`src/rtl/ssfb_pkg.sv`:
```
// shared types, constants and lookup functions of the seven-segment frame builder
package ssfb_pkg;

  localparam int unsigned ModeW  = 2;
  localparam int unsigned ValueW = 14;
  localparam int unsigned ByteW  = 8;
  localparam int unsigned BrightW = 4;
  localparam int unsigned StepW  = 4;
  localparam int unsigned DigitW = 4;
  localparam int unsigned PlaceW = 2;

  localparam logic [ValueW-1:0]  ValueMax    = 14'd9999;
  localparam logic [StepW-1:0]   StepMax     = 4'd8;
  localparam logic [StepW-1:0]   FirstDigit  = 4'd2;
  localparam logic [BrightW-1:0] BrightReset = 4'hF;

  localparam logic [ByteW-1:0] CmdData = 8'h40;
  localparam logic [ByteW-1:0] CmdAddr = 8'hC0;
  localparam logic [ByteW-1:0] CmdCtrl = 8'h80;

  typedef enum logic [ModeW-1:0] {
    MODE_SHOW  = 2'd0,
    MODE_CLEAR = 2'd1,
    MODE_CTRL  = 2'd2,
    MODE_INIT  = 2'd3
  } mode_e;

  typedef enum logic [2:0] {
    SLOT_DATA_CMD = 3'd0,
    SLOT_ADDR_CMD = 3'd1,
    SLOT_CTRL_CMD = 3'd2,
    SLOT_DIGIT    = 3'd3,
    SLOT_BLANK    = 3'd4
  } slot_kind_e;

  typedef struct packed {
    slot_kind_e kind;
    logic       start;
    logic       stop;
    logic       last;
  } slot_t;

  typedef struct packed {
    logic [ByteW-1:0] data_byte;
    logic             frame_start;
    logic             frame_end;
    logic             last;
  } out_beat_t;

  function automatic slot_t mk_slot(slot_kind_e kind, logic start, logic stop, logic last);
    slot_t s;
    s.kind  = kind;
    s.start = start;
    s.stop  = stop;
    s.last  = last;
    return s;
  endfunction

  // byte schedule for each command
  function automatic slot_t slot_of(mode_e mode, logic [StepW-1:0] step);
    slot_t s;
    s = mk_slot(SLOT_BLANK, 1'b0, 1'b0, 1'b1);
    case (mode)
      MODE_SHOW: begin
        case (step)
          4'd0:    s = mk_slot(SLOT_DATA_CMD, 1'b1, 1'b1, 1'b0);
          4'd1:    s = mk_slot(SLOT_ADDR_CMD, 1'b1, 1'b0, 1'b0);
          4'd2:    s = mk_slot(SLOT_DIGIT,    1'b0, 1'b0, 1'b0);
          4'd3:    s = mk_slot(SLOT_DIGIT,    1'b0, 1'b0, 1'b0);
          4'd4:    s = mk_slot(SLOT_DIGIT,    1'b0, 1'b0, 1'b0);
          4'd5:    s = mk_slot(SLOT_DIGIT,    1'b0, 1'b1, 1'b0);
          default: s = mk_slot(SLOT_CTRL_CMD, 1'b1, 1'b1, 1'b1);
        endcase
      end
      MODE_CLEAR: begin
        case (step)
          4'd0:    s = mk_slot(SLOT_DATA_CMD, 1'b1, 1'b1, 1'b0);
          4'd1:    s = mk_slot(SLOT_ADDR_CMD, 1'b1, 1'b0, 1'b0);
          4'd2:    s = mk_slot(SLOT_BLANK,    1'b0, 1'b0, 1'b0);
          4'd3:    s = mk_slot(SLOT_BLANK,    1'b0, 1'b0, 1'b0);
          4'd4:    s = mk_slot(SLOT_BLANK,    1'b0, 1'b0, 1'b0);
          default: s = mk_slot(SLOT_BLANK,    1'b0, 1'b1, 1'b1);
        endcase
      end
      MODE_CTRL: begin
        s = mk_slot(SLOT_CTRL_CMD, 1'b1, 1'b1, 1'b1);
      end
      default: begin
        case (step)
          4'd0:    s = mk_slot(SLOT_DATA_CMD, 1'b1, 1'b1, 1'b0);
          4'd1:    s = mk_slot(SLOT_ADDR_CMD, 1'b1, 1'b1, 1'b0);
          4'd2:    s = mk_slot(SLOT_CTRL_CMD, 1'b1, 1'b1, 1'b0);
          4'd3:    s = mk_slot(SLOT_DATA_CMD, 1'b1, 1'b1, 1'b0);
          4'd4:    s = mk_slot(SLOT_ADDR_CMD, 1'b1, 1'b0, 1'b0);
          4'd5:    s = mk_slot(SLOT_BLANK,    1'b0, 1'b0, 1'b0);
          4'd6:    s = mk_slot(SLOT_BLANK,    1'b0, 1'b0, 1'b0);
          4'd7:    s = mk_slot(SLOT_BLANK,    1'b0, 1'b0, 1'b0);
          default: s = mk_slot(SLOT_BLANK,    1'b0, 1'b1, 1'b1);
        endcase
      end
    endcase
    return s;
  endfunction

  function automatic logic [ByteW-1:0] seg_code(logic [DigitW-1:0] d);
    logic [ByteW-1:0] c;
    case (d)
      4'd0:    c = 8'h3F;
      4'd1:    c = 8'h06;
      4'd2:    c = 8'h5B;
      4'd3:    c = 8'h4F;
      4'd4:    c = 8'h66;
      4'd5:    c = 8'h6D;
      4'd6:    c = 8'h7D;
      4'd7:    c = 8'h07;
      4'd8:    c = 8'h7F;
      4'd9:    c = 8'h6F;
      default: c = 8'h00;
    endcase
    return c;
  endfunction

  // digit times decimal weight of the place, thousands first
  function automatic logic [ValueW-1:0] place_weight(logic [PlaceW-1:0] place,
                                                     logic [DigitW-1:0] d);
    logic [ValueW-1:0] w;
    case (place)
      2'd0:    w = ValueW'(d) * 14'd1000;
      2'd1:    w = ValueW'(d) * 14'd100;
      2'd2:    w = ValueW'(d) * 14'd10;
      default: w = ValueW'(d);
    endcase
    return w;
  endfunction

endpackage

```
`src/rtl/ssfb_if.sv`:
```
// valid/ready channel interfaces for command input and byte output
interface ssfb_in_if;
  import ssfb_pkg::*;
  logic              valid;
  logic              ready;
  logic [ModeW-1:0]  mode;
  logic [ValueW-1:0] value;

  modport source (output valid, output mode, output value, input ready);
  modport sink   (input valid, input mode, input value, output ready);
endinterface

interface ssfb_out_if;
  import ssfb_pkg::*;
  logic             valid;
  logic             ready;
  logic [ByteW-1:0] data_byte;
  logic             frame_start;
  logic             frame_end;
  logic             last;

  modport source (output valid, output data_byte, output frame_start, output frame_end,
                  output last, input ready);
  modport sink   (input valid, input data_byte, input frame_start, input frame_end,
                  input last, output ready);
endinterface

```
`src/rtl/ssfb_digit.sv`:
```
// one decimal digit extraction step: digit of a place, its segment code and the remainder
module ssfb_digit (
  input  logic [ssfb_pkg::ValueW-1:0] rem_i,
  input  logic [ssfb_pkg::PlaceW-1:0] place_i,
  output logic [ssfb_pkg::ByteW-1:0]  seg_o,
  output logic [ssfb_pkg::ValueW-1:0] rem_next_o
);
  import ssfb_pkg::*;

  logic [DigitW-1:0] digit;

  // parallel threshold compares, highest passing multiple wins
  always_comb begin
    digit = '0;
    for (int k = 1; k <= 9; k++) begin
      if (rem_i >= place_weight(place_i, DigitW'(k))) digit = DigitW'(k);
    end
  end

  assign rem_next_o = rem_i - place_weight(place_i, digit);
  assign seg_o      = seg_code(digit);

endmodule

```
`src/rtl/ssfb_seq.sv`:
```
// command register and byte sequencer, one output byte per advance
module ssfb_seq (
  input  logic                         clk_i,
  input  logic                         rst_ni,
  input  logic                         load_i,
  input  ssfb_pkg::mode_e              mode_i,
  input  logic [ssfb_pkg::ValueW-1:0]  value_i,
  input  logic                         advance_i,
  input  logic [ssfb_pkg::BrightW-1:0] brightness_i,
  output logic                         busy_o,
  output ssfb_pkg::out_beat_t          beat_o
);
  import ssfb_pkg::*;

  logic              busy_q, busy_d;
  logic [StepW-1:0]  step_q, step_d;
  mode_e             mode_q, mode_d;
  logic [ValueW-1:0] rem_q, rem_d;
  slot_t             slot;
  logic [ByteW-1:0]  seg;
  logic [ValueW-1:0] rem_next;
  logic [PlaceW-1:0] place;

  assign slot  = slot_of(mode_q, step_q);
  assign place = PlaceW'(step_q - FirstDigit);

  ssfb_digit u_digit (
    .rem_i      (rem_q),
    .place_i    (place),
    .seg_o      (seg),
    .rem_next_o (rem_next)
  );

  always_comb begin
    beat_o.frame_start = slot.start;
    beat_o.frame_end   = slot.stop;
    beat_o.last        = slot.last;
    case (slot.kind)
      SLOT_DATA_CMD: beat_o.data_byte = CmdData;
      SLOT_ADDR_CMD: beat_o.data_byte = CmdAddr;
      SLOT_CTRL_CMD: beat_o.data_byte = CmdCtrl | ByteW'(brightness_i);
      SLOT_DIGIT:    beat_o.data_byte = seg;
      default:       beat_o.data_byte = '0;
    endcase
  end

  always_comb begin
    busy_d = busy_q;
    step_d = step_q;
    mode_d = mode_q;
    rem_d  = rem_q;
    if (load_i) begin
      busy_d = 1'b1;
      step_d = '0;
      mode_d = mode_i;
      rem_d  = (value_i > ValueMax) ? ValueMax : value_i;
    end else if (advance_i) begin
      if (slot.last) begin
        busy_d = 1'b0;
      end else begin
        step_d = step_q + 4'd1;
      end
      if (slot.kind == SLOT_DIGIT) rem_d = rem_next;
    end
  end

  always_ff @(posedge clk_i or negedge rst_ni) begin
    if (!rst_ni) begin
      busy_q <= 1'b0;
      step_q <= '0;
    end else begin
      busy_q <= busy_d;
      step_q <= step_d;
    end
  end

  always_ff @(posedge clk_i) begin
    mode_q <= mode_d;
    rem_q  <= rem_d;
  end

  assign busy_o = busy_q;

endmodule

```
`src/rtl/seven_segment_frame_builder_unit.sv`:
```
// top level: command to byte-frame builder for a four-digit seven-segment driver
// a command is first captured in the sequencer registers; its first byte then moves into
// the output register once that register is empty or being drained
// one byte per cycle unless stalled; show is 7 bytes, clear 6, control 1, initialize 9
// the single output register sets the byte rate, one byte a cycle when empty or drained
// reset: asynchronous active low, clears busy, step and output valid, brightness to 15
module seven_segment_frame_builder_unit (
  input  logic                         clk_i,
  input  logic                         rst_ni,
  input  logic                         cfg_we_i,
  input  logic [ssfb_pkg::BrightW-1:0] cfg_wdata_i,
  ssfb_in_if.sink                      in_i,
  ssfb_out_if.source                   out_o
);
  import ssfb_pkg::*;

  logic [BrightW-1:0] brightness_q;
  logic               out_valid_q;
  out_beat_t          out_beat_q;
  out_beat_t          beat;
  logic               busy;
  logic               advance;
  logic               load;

  // brightness register; the user writes it only while idle, the block does not enforce it
  always_ff @(posedge clk_i or negedge rst_ni) begin
    if (!rst_ni) begin
      brightness_q <= BrightReset;
    end else if (cfg_we_i) begin
      brightness_q <= cfg_wdata_i;
    end
  end

  // a byte moves into the output register when it is empty or being drained
  assign advance = busy && (!out_valid_q || out_o.ready);

  // a new command enters when the sequencer is idle or hands over its final byte
  assign in_i.ready = !busy || (advance && beat.last);
  assign load       = in_i.valid && in_i.ready;

  ssfb_seq u_seq (
    .clk_i        (clk_i),
    .rst_ni       (rst_ni),
    .load_i       (load),
    .mode_i       (mode_e'(in_i.mode)),
    .value_i      (in_i.value),
    .advance_i    (advance),
    .brightness_i (brightness_q),
    .busy_o       (busy),
    .beat_o       (beat)
  );

  // output register, holds a byte until its transaction completes
  always_ff @(posedge clk_i or negedge rst_ni) begin
    if (!rst_ni) begin
      out_valid_q <= 1'b0;
    end else if (advance) begin
      out_valid_q <= 1'b1;
    end else if (out_o.ready) begin
      out_valid_q <= 1'b0;
    end
  end

  always_ff @(posedge clk_i) begin
    if (advance) out_beat_q <= beat;
  end

  assign out_o.valid       = out_valid_q;
  assign out_o.data_byte   = out_beat_q.data_byte;
  assign out_o.frame_start = out_beat_q.frame_start;
  assign out_o.frame_end   = out_beat_q.frame_end;
  assign out_o.last        = out_beat_q.last;

  // no new command while a stalled sequence still has bytes to go
  assert property (@(posedge clk_i) disable iff (!rst_ni)
    (busy && !advance) |-> !in_i.ready)
    else $error("command taken while sequence stalled");

  // the final byte of every command closes a frame
  assert property (@(posedge clk_i) disable iff (!rst_ni)
    (out_o.valid && out_o.last) |-> out_o.frame_end)
    else $error("last byte does not close a frame");

  // a waiting byte stays valid until its transaction completes, checked while not busy
  assert property (@(posedge clk_i) disable iff (!rst_ni)
    (!busy && !out_o.ready && out_o.valid) |=> out_o.valid)
    else $error("output byte dropped without transaction");

endmodule
```
`src/flat_wrapper.sv`:
```
// flat-port wrapper written by rule: the top's interface ports become plain ports
module seven_segment_frame_builder_unit_flat import ssfb_pkg::*;
  (clk_i, rst_ni, cfg_we_i, cfg_wdata_i, in_i_valid, in_i_mode, in_i_value, in_i_ready, out_o_valid, out_o_data_byte, out_o_frame_start, out_o_frame_end, out_o_last, out_o_ready);
  ssfb_in_if in_i_i ();
  ssfb_out_if out_o_i ();
  input  logic clk_i;
  input  logic rst_ni;
  input  logic cfg_we_i;
  input  logic [ssfb_pkg::BrightW-1:0] cfg_wdata_i;
  input wire logic [$bits(in_i_i.valid)-1:0] in_i_valid;
  input wire logic [$bits(in_i_i.mode)-1:0] in_i_mode;
  input wire logic [$bits(in_i_i.value)-1:0] in_i_value;
  output wire logic [$bits(in_i_i.ready)-1:0] in_i_ready;
  output wire logic [$bits(out_o_i.valid)-1:0] out_o_valid;
  output wire logic [$bits(out_o_i.data_byte)-1:0] out_o_data_byte;
  output wire logic [$bits(out_o_i.frame_start)-1:0] out_o_frame_start;
  output wire logic [$bits(out_o_i.frame_end)-1:0] out_o_frame_end;
  output wire logic [$bits(out_o_i.last)-1:0] out_o_last;
  input wire logic [$bits(out_o_i.ready)-1:0] out_o_ready;
  assign in_i_i.valid = in_i_valid;
  assign in_i_i.mode = in_i_mode;
  assign in_i_i.value = in_i_value;
  assign in_i_ready = in_i_i.ready;
  assign out_o_valid = out_o_i.valid;
  assign out_o_data_byte = out_o_i.data_byte;
  assign out_o_frame_start = out_o_i.frame_start;
  assign out_o_frame_end = out_o_i.frame_end;
  assign out_o_last = out_o_i.last;
  assign out_o_i.ready = out_o_ready;
  seven_segment_frame_builder_unit u_core (.clk_i(clk_i), .rst_ni(rst_ni), .cfg_we_i(cfg_we_i), .cfg_wdata_i(cfg_wdata_i), .in_i(in_i_i), .out_o(out_o_i));
endmodule
```
`config.mk`:
```
export PLATFORM = sky130hd
export DESIGN_NAME = seven_segment_frame_builder_unit_flat
export DESIGN_NICKNAME = d
export VERILOG_FILES = /design/src/rtl/ssfb_pkg.sv /design/src/rtl/ssfb_if.sv /design/src/rtl/ssfb_digit.sv /design/src/rtl/ssfb_seq.sv /design/src/rtl/seven_segment_frame_builder_unit.sv /design/src/flat_wrapper.sv
export SDC_FILE = /design/constraint.sdc
export NUM_CORES = 1
export LEC_CHECK = 0
export BUFFER_PORTS_ARGS = -buffer_cell sky130_fd_sc_hd__buf_2
export CAP_MARGIN = 20
export CORE_ASPECT_RATIO = 0.5
export CORE_UTILIZATION = 44
export CTS_BUF_LIST = sky130_fd_sc_hd__clkbuf_8
export DETAILED_ROUTE_END_ITERATION = 16
export GPL_ROUTABILITY_DRIVEN = 0
export HOLD_SLACK_MARGIN = 0.03
export SLEW_MARGIN = 15
export SYNTH_ARGS = -nofsm -noshare
export SYNTH_HDL_FRONTEND = slang
export SYNTH_SLANG_ARGS = --single-unit
```
`constraint.sdc`:
```
create_clock -name clk_i -period 8.2 [get_ports clk_i]
set_clock_uncertainty 0.05 [all_clocks]
set_input_delay 0.82 -clock clk_i [delete_from_list [all_inputs] [get_ports clk_i]]
set_output_delay 0.82 -clock clk_i [all_outputs]
set_load 0.01 [all_outputs]
```
==> results of run 1 <==
## registers in the layout (all words and copies together), names as in the netlist
name / count
u_core.out_o.valid: 1
u_core.u_seq.mode_q: 2
u_core.brightness_q: 4
u_core.u_seq.rem_q: 14
u_core.u_seq.step_q: 4
u_core.out_o.frame_end: 1
u_core.u_seq.busy_o: 1
u_core.out_o.frame_start: 1
u_core.out_o.last: 1
u_core.out_o.data_byte: 8
## per-stage QoR
stage	setup WS, ns	util [%]	hold WS, ns	cell area [um2]	cells
3_3_place_gp	0.704	48.5	0.415	5370	742
5_1_grt	0.0155	49.8	0.318	5520	750
4_1_cts	0.468	49.7	0.313	5510	750
6_report	0.496	49.8	0.314	5520	750
3_5_place_dp	0.499	48.5	0.424	5370	742
2_1_floorplan	1.12	-	0.407	5040	569
## cell usage after synthesis (all sizes together), types with 5 or more instances
cell | n | area share, %
nor3 | 17 | 1.9
nand2b | 12 | 1.5
nor2b | 9 | 1.1
o21ai | 36 | 3.7
xor2 | 10 | 1.7
ha | 88 | 22
inv | 37 | 2.8
a2bb2oi | 8 | 1.5
buf | 7 | 0.94
a211o | 5 | 0.87
or2 | 6 | 0.75
a31oi | 9 | 1.5
edfxtp | 27 | 16
a21oi | 41 | 4.2
o31ai | 5 | 0.75
nor2 | 43 | 3.2
o22ai | 5 | 0.62
o21a | 7 | 1.0
nand4 | 6 | 0.75
nand3b | 7 | 1.0
xnor2 | 9 | 1.6
a21o | 10 | 1.5
o211ai | 8 | 1.3
nand2 | 36 | 2.7
clkbuf | 7 | 0.52
fa | 10 | 4.0
dfrtp | 6 | 3.0
nand3 | 16 | 1.6
## cells in the final DEF, fill, tap and decap left out, types with 10 or more instances in the layout
cell type / Yosys / final
ha_1: 88 / 87
nor2_1: 43 / 42
a21oi_1: 39 / 39
buf_2: 5 / 37
nand2_1: 36 / 36
inv_1: 36 / 36
o21ai_0: 32 / 31
edfxtp_1: 27 / 27
nor3_1: 16 / 16
nand3_1: 16 / 16
nand2b_1: 12 / 12
a21o_1: 10 / 10
xor2_1: 10 / 10
fa_1: 10 / 10
## worst min path at each step
| stage | cells past startpoint | endpoint |
|---|---|---|
| after floorplan | 1 | u_core.out_o.valid |
| after global placement | 1 | u_core.out_o.valid |
| after detailed placement | 1 | u_core.out_o.valid |
| after CTS | 1 | u_core.out_o.valid |
| after global routing | 1 | u_core.out_o.valid |
| final | 1 | u_core.u_seq.step_q[0] |
## layer usage
metal | GRT usage, % | part of all wire [%]
met2 | 36.8 | 40
met4 | 4.24 | 1.1
met3 | 5.03 | 7.8
met5 | 0 | 0
met1 | 37.9 | 51
## worst max-delay path: cells and delay by family, from the launching register on
kind,cells,cell delay [ns]
adders and majority gates,6,2.76
and+or+nand+nor,7,1.61
AOI/OAI and AO/OA,6,1.61
buffers and inverters,4,0.67
DFF,1,0.46
xor gates and xnor gates,1,0.36
## final cells by class
type | instances | area share, %
repair buffers | 42 | 4.04
multi-input cells | 480 | 68.2
clock buffers | 5 | 1.25
clock inverters | 3 | 1.25
flip-flops and latches | 37 | 19.3
inverters | 38 | 2.65
well taps | 145 | 3.29
## kinds of logic (layout without fill, tap and decap cells)
logic type	Yosys count	after routing	share of synthesized area (%)
muxes	8	8	1.69
and+or+nand+nor	176	176	18.1
xor gates and xnor gates	20	20	3.75
AOI/OAI and AO/OA	178	178	25.1
buffers and inverters	52	88	4.30
adders and majority gates	98	98	25.8
DFF	37	37	21.2
==> metrics.csv, run 1 <==
stage;metric;value;unit
outcome;outcome;completed;
floorplanning;die_height;77.7;um
timing;rsz0062_at_grt;no;
logic_synthesis;synth.cell_area;5040;um2
logic_synthesis;number_of_enable_flip_flop_cells_after_synthesis;27;
timing;final.period_utilization;94.0;%
cts;tritoncts;yes;
logic_synthesis;synth.net_count;692;
grt;grt.overflow.total;0;
placement;hpwl;11500;um
detailed_routing;routed_wirelength;14500;um
cts;clock_tree.buffer_depth;2;
logic_synthesis;syn_avg_cell_area;8.85;um2
timing;totalNegativeSetupSlack;0;ns
grt;antenna_found_initial;0;
timing;worst-slew-pin-transition;0.898;ns
cts;hold_buffers;0;
cells_and_area;n_fill_cell;1077;
grt;largest_net_degree_at_the_start_of_global_routing;20;
timing;slew_viol_final;0;
cells_and_area;seq_area;1070;um2
logic_synthesis;syn-instance-count;569;
cells_and_area;nNetsFinal;727;
worst_setup_path;timing.critical_path.to;u_core.u_seq.rem_q[13];
floorplanning;die_width;153;um
worst_setup_path;crit_path_max_fanout;11;
cells_and_area;drive_gt1_share;13.6;%
hold_path;path_class_of_the_lowest_slack_min_delay_path;primary input to async pin;
cts;cts.clk_slew.worst_paths;0.09;ns
grt;overall_global_routing_usage;25.1;%
detailed_routing;drtIter0Drc;462;
detailed_routing;drt-wirelength-per-cell;19.3;um
worst_setup_path;timing.critical_path.from;u_core.u_seq.step_q[0];
detailed_routing;vias;4590;
timing;finalWorstPathRequiredPeriod;7.70;ns
placement;portBuffers;37;
cells_and_area;multi_input_logic_area;3760;um2
grt;grt_first_pass_wirelength;23200;um
cts;cts.repair_timing.setup_buffer_count;0;
flow_run;max_cap_viol_count;0;
detailed_routing;routed_via_density;6.12;
worst_setup_path;worstSetupEndpointType;flop;
cts;cts_buffers;5;
floorplanning;fp-row-count;27;
worst_setup_path;critical_path.cell_chain;inv_1 > ha_1 > clkinvlp_4 > ha_2 > and4b_1 > nand4_1 > or4b_1 > and3_1 > and2_1 > a31oi_4 > inv_1 > ha_1 > fa_1 > inv_1 > fa_1 > o21ai_0 > o21ai_0 > ha_1 > and3_1 > a21oi_1 > nand3_1 > a311oi_1 > xnor3_1 > o21ai_0;
logic_synthesis;postSynth.topFlopCell;edfxtp_1;
cts;cts.repair.resized;0;
logic_synthesis;synth.distinct_cells;77;
grt;grt_pass1_vias;4243;
worst_setup_path;r2r_setup_slack;0.50;ns
worst_setup_path;critical_path.reg2reg.endpoint;u_core.u_seq.rem_q[13];
worst_setup_path;crit_path_max_incr_delay;0.56;ns
floorplanning;design.core.area;11100;um2
worst_setup_path;path_class;flop to flop;
worst_setup_path;depth_of_the_worst_register_to_register_path;24;
cts;cts-root-buf;clkbuf_8;
worst_setup_path;cp_slowest_cell;or4b_1;
logic_synthesis;synth-seq-cells;37;
logic_synthesis;synth.yosys.warnings;0;
cts;count_of_clock_tree_sinks;37;
detailed_routing;drcViolationCount;0;
cells_and_area;diodes;0;
worst_setup_path;worst_ep_arrival_time;7.80;ns
worst_setup_path;startpoint_type;flop;
cts;clk_latency;0.31;ns
detailed_routing;drt_pass1_iterations;5;
worst_setup_path;timing.critical_path.required;8.29;ns
cts;htree_levels;2;
floorplanning;die_area;11900;um2
cells_and_area;area_growth;9.57;%
logic_synthesis;asyncSetResetFlopFracSynth;27.0;%
floorplanning;num_io_pins;38;
timing;slew_headroom;40.2;%
logic_synthesis;seq_area_frac_synth;21.2;%
worst_setup_path;worst_r2r_startpoint;u_core.u_seq.step_q[0];
detailed_routing;route.antenna.remaining_nets;0;
timing;finalSetupViolCount;0;
timing;timing.fmax;130;MHz
floorplanning;initial_utilization;45.4;%
timing;timing.final.hold_violations;0;
Power of run 1 is left out: the tool's default activity adds up to more than one toggle a clock period on the data nets, which glitch-free logic cannot reach.
==> run 2, diff against run 1 <==
- PLACE_DENSITY_LB_ADDON: default -> 0.2
==> metrics.csv, run 2 (synthesized netlist as in run 1, its figures left out) <==
stage;metric;value;unit;change
outcome;outcome;finished with violations;;
outcome;violations;design-rule violations;;
cts;tritoncts;yes;;
cts;cts-root-buf;clkbuf_8;;
grt;overall_global_routing_usage;24.9;%;-0.17 points
flow_run;max_cap_viol_count;0;;unchanged
grt;largest_net_degree_at_the_start_of_global_routing;21;;+5.0%
cells_and_area;finish.utilization;50.0;%;+0.18 points
detailed_routing;vias;4642;;+1.1%
worst_setup_path;worst_r2r_startpoint;u_core.u_seq.step_q[1];;
detailed_routing;drtIter0Drc;519;;+12%
hold_path;path_class_of_the_lowest_slack_min_delay_path;primary input to async pin;;
floorplanning;die_area;11900;um2;unchanged
cts;clk_latency;0.32;ns;about the same
cells_and_area;nNetsFinal;731;;+0.55%
timing;worst-slew-pin-transition;0.918;ns;+0.0204 ns
floorplanning;num_io_pins;38;;unchanged
worst_setup_path;crit_path_max_incr_delay;0.58;ns;+0.02 ns
placement;portBuffers;37;;unchanged
grt;grt_pass1_vias;4251;;+0.19%
worst_setup_path;r2r_setup_slack;0.40;ns;-0.10 ns
worst_setup_path;cp_slowest_cell;fa_1;;
timing;slew_viol_final;0;;unchanged
grt;antenna_found_initial;0;;unchanged
cells_and_area;layout.cells.most_common;ha_1;;
cts;count_of_clock_tree_sinks;37;;unchanged
floorplanning;die_width;153;um;unchanged
floorplanning;fp-row-count;27;;unchanged
timing;finalWorstPathRequiredPeriod;7.80;ns;+0.0953 ns
worst_setup_path;path_class;flop to flop;;
worst_setup_path;crit_path_max_fanout;10;;-1
cts;cts_buffers;5;;unchanged
cells_and_area;fin_area;5540;um2;+0.36%
detailed_routing;drcViolationCount;2;;+2
cts;cts.repair.resized;0;;unchanged
timing;timing.final.hold_violations;0;;unchanged
floorplanning;initial_utilization;45.4;%;unchanged
grt;grt.overflow.total;0;;unchanged
cells_and_area;top_register;u_core.u_seq.rem_q;;
detailed_routing;drt-wirelength-per-cell;19.0;um;-1.7%
timing;final.period_utilization;95.1;%;+1.2 points
cells_and_area;drive_gt1_share;13.6;%;+0.075 points
detailed_routing;route.antenna.remaining_nets;0;;unchanged
timing;slew_headroom;38.8;%;-1.4 points
cts;cts.clk_slew.worst_paths;0.09;ns;about the same
detailed_routing;routed_via_density;6.16;;+0.60%
worst_setup_path;startpoint_type;flop;;
worst_setup_path;timing.critical_path.required;8.31;ns;+0.02 ns
grt;grt_first_pass_wirelength;23100;um;-0.63%
worst_setup_path;crit_top_cell;ha_1;;
placement;post_dp_cell_area;5370;um2;unchanged
worst_setup_path;worstSetupEndpointType;flop;;
cts;clock_tree.buffer_depth;2;;unchanged
detailed_routing;routed_wirelength;14300;um;-1.2%
cells_and_area;final_cells;754;;+0.53%
cells_and_area;largest_register_ff_count;14;;unchanged
timing;timing.fmax;128;MHz;-1.2%
placement;hpwl;11300;um;-1.4%
floorplanning;design.core.area;11100;um2;unchanged
cells_and_area;area_growth;9.96;%;
cells_and_area;most-common-layout-cells;ha_1, nor2_1, a21oi_1, buf_2;;
cts;htree_levels;2;;unchanged
worst_setup_path;depth_of_the_worst_register_to_register_path;26;;+8.3%
worst_setup_path;critical_path_buffers_and_inverters;3;;-1
timing;finalSetupViolCount;0;;unchanged
worst_setup_path;critical_path.reg2reg.endpoint;u_core.u_seq.rem_q[13];;
worst_setup_path;timing.critical_path.max_delay_family;compound AO/OA/AOI/OAI gates;;
worst_setup_path;worst_ep_arrival_time;7.91;ns;+0.11 ns
detailed_routing;drt_pass1_iterations;11;;+6
floorplanning;die_height;77.7;um;unchanged
cells_and_area;diodes;0;;unchanged
placement;dp.cells;742;;unchanged
[run 2: what timing repair did]
| action | 4_1_cts | 5_1_grt |
|---|---|---|
| setup buffers | 0 | 4 |
| setup endpoints to repair | 0 | 1 |
| hold buffers | 0 | 0 |
[run 2: per-stage QoR]
step	hold WS, ns	setup TNS [ns]	setup WS (ns)
detailed placement	0.430	0	0.515
global placement	0.422	0	0.708
global route	0.318	-0.00187	-0.00187
floorplan	0.407	0	1.12
finish	0.302	0	0.400
CTS	0.317	0	0.475
[run 2: worst max path at each step]
stage                           startpoint                endpoint  depth (start not counted)
floorplan           u_core.u_seq.step_q[0]  u_core.u_seq.rem_q[13]                         28
CTS                 u_core.u_seq.step_q[0]  u_core.u_seq.rem_q[13]                         27
finish              u_core.u_seq.step_q[1]  u_core.u_seq.rem_q[13]                         26
detailed placement  u_core.u_seq.step_q[0]  u_core.u_seq.rem_q[13]                         27
global route        u_core.u_seq.step_q[1]  u_core.u_seq.rem_q[13]                         28
global placement    u_core.u_seq.step_q[1]  u_core.u_seq.rem_q[13]                         28
[run 2: routing by layer]
metal	share of wire (%)	global-route usage [%]	vias up
met2	41	37.6	165
met5	0	0	-
met3	7.6	5.14	15
li1	-	-	2245
met4	0.91	3.54	0
met1	50	36.9	2217
[run 2: final cells by class]
type | count | area (um2)
sequential | 37 | 1070
clock buffer | 5 | 68.8
fill | 1098 | 5540
clock inverter | 3 | 68.8
timing repair buffer | 46 | 253
multi-input combinational | 480 | 3760
tap | 145 | 181
inverter | 38 | 143
Power of run 2 is left out for the same reason.
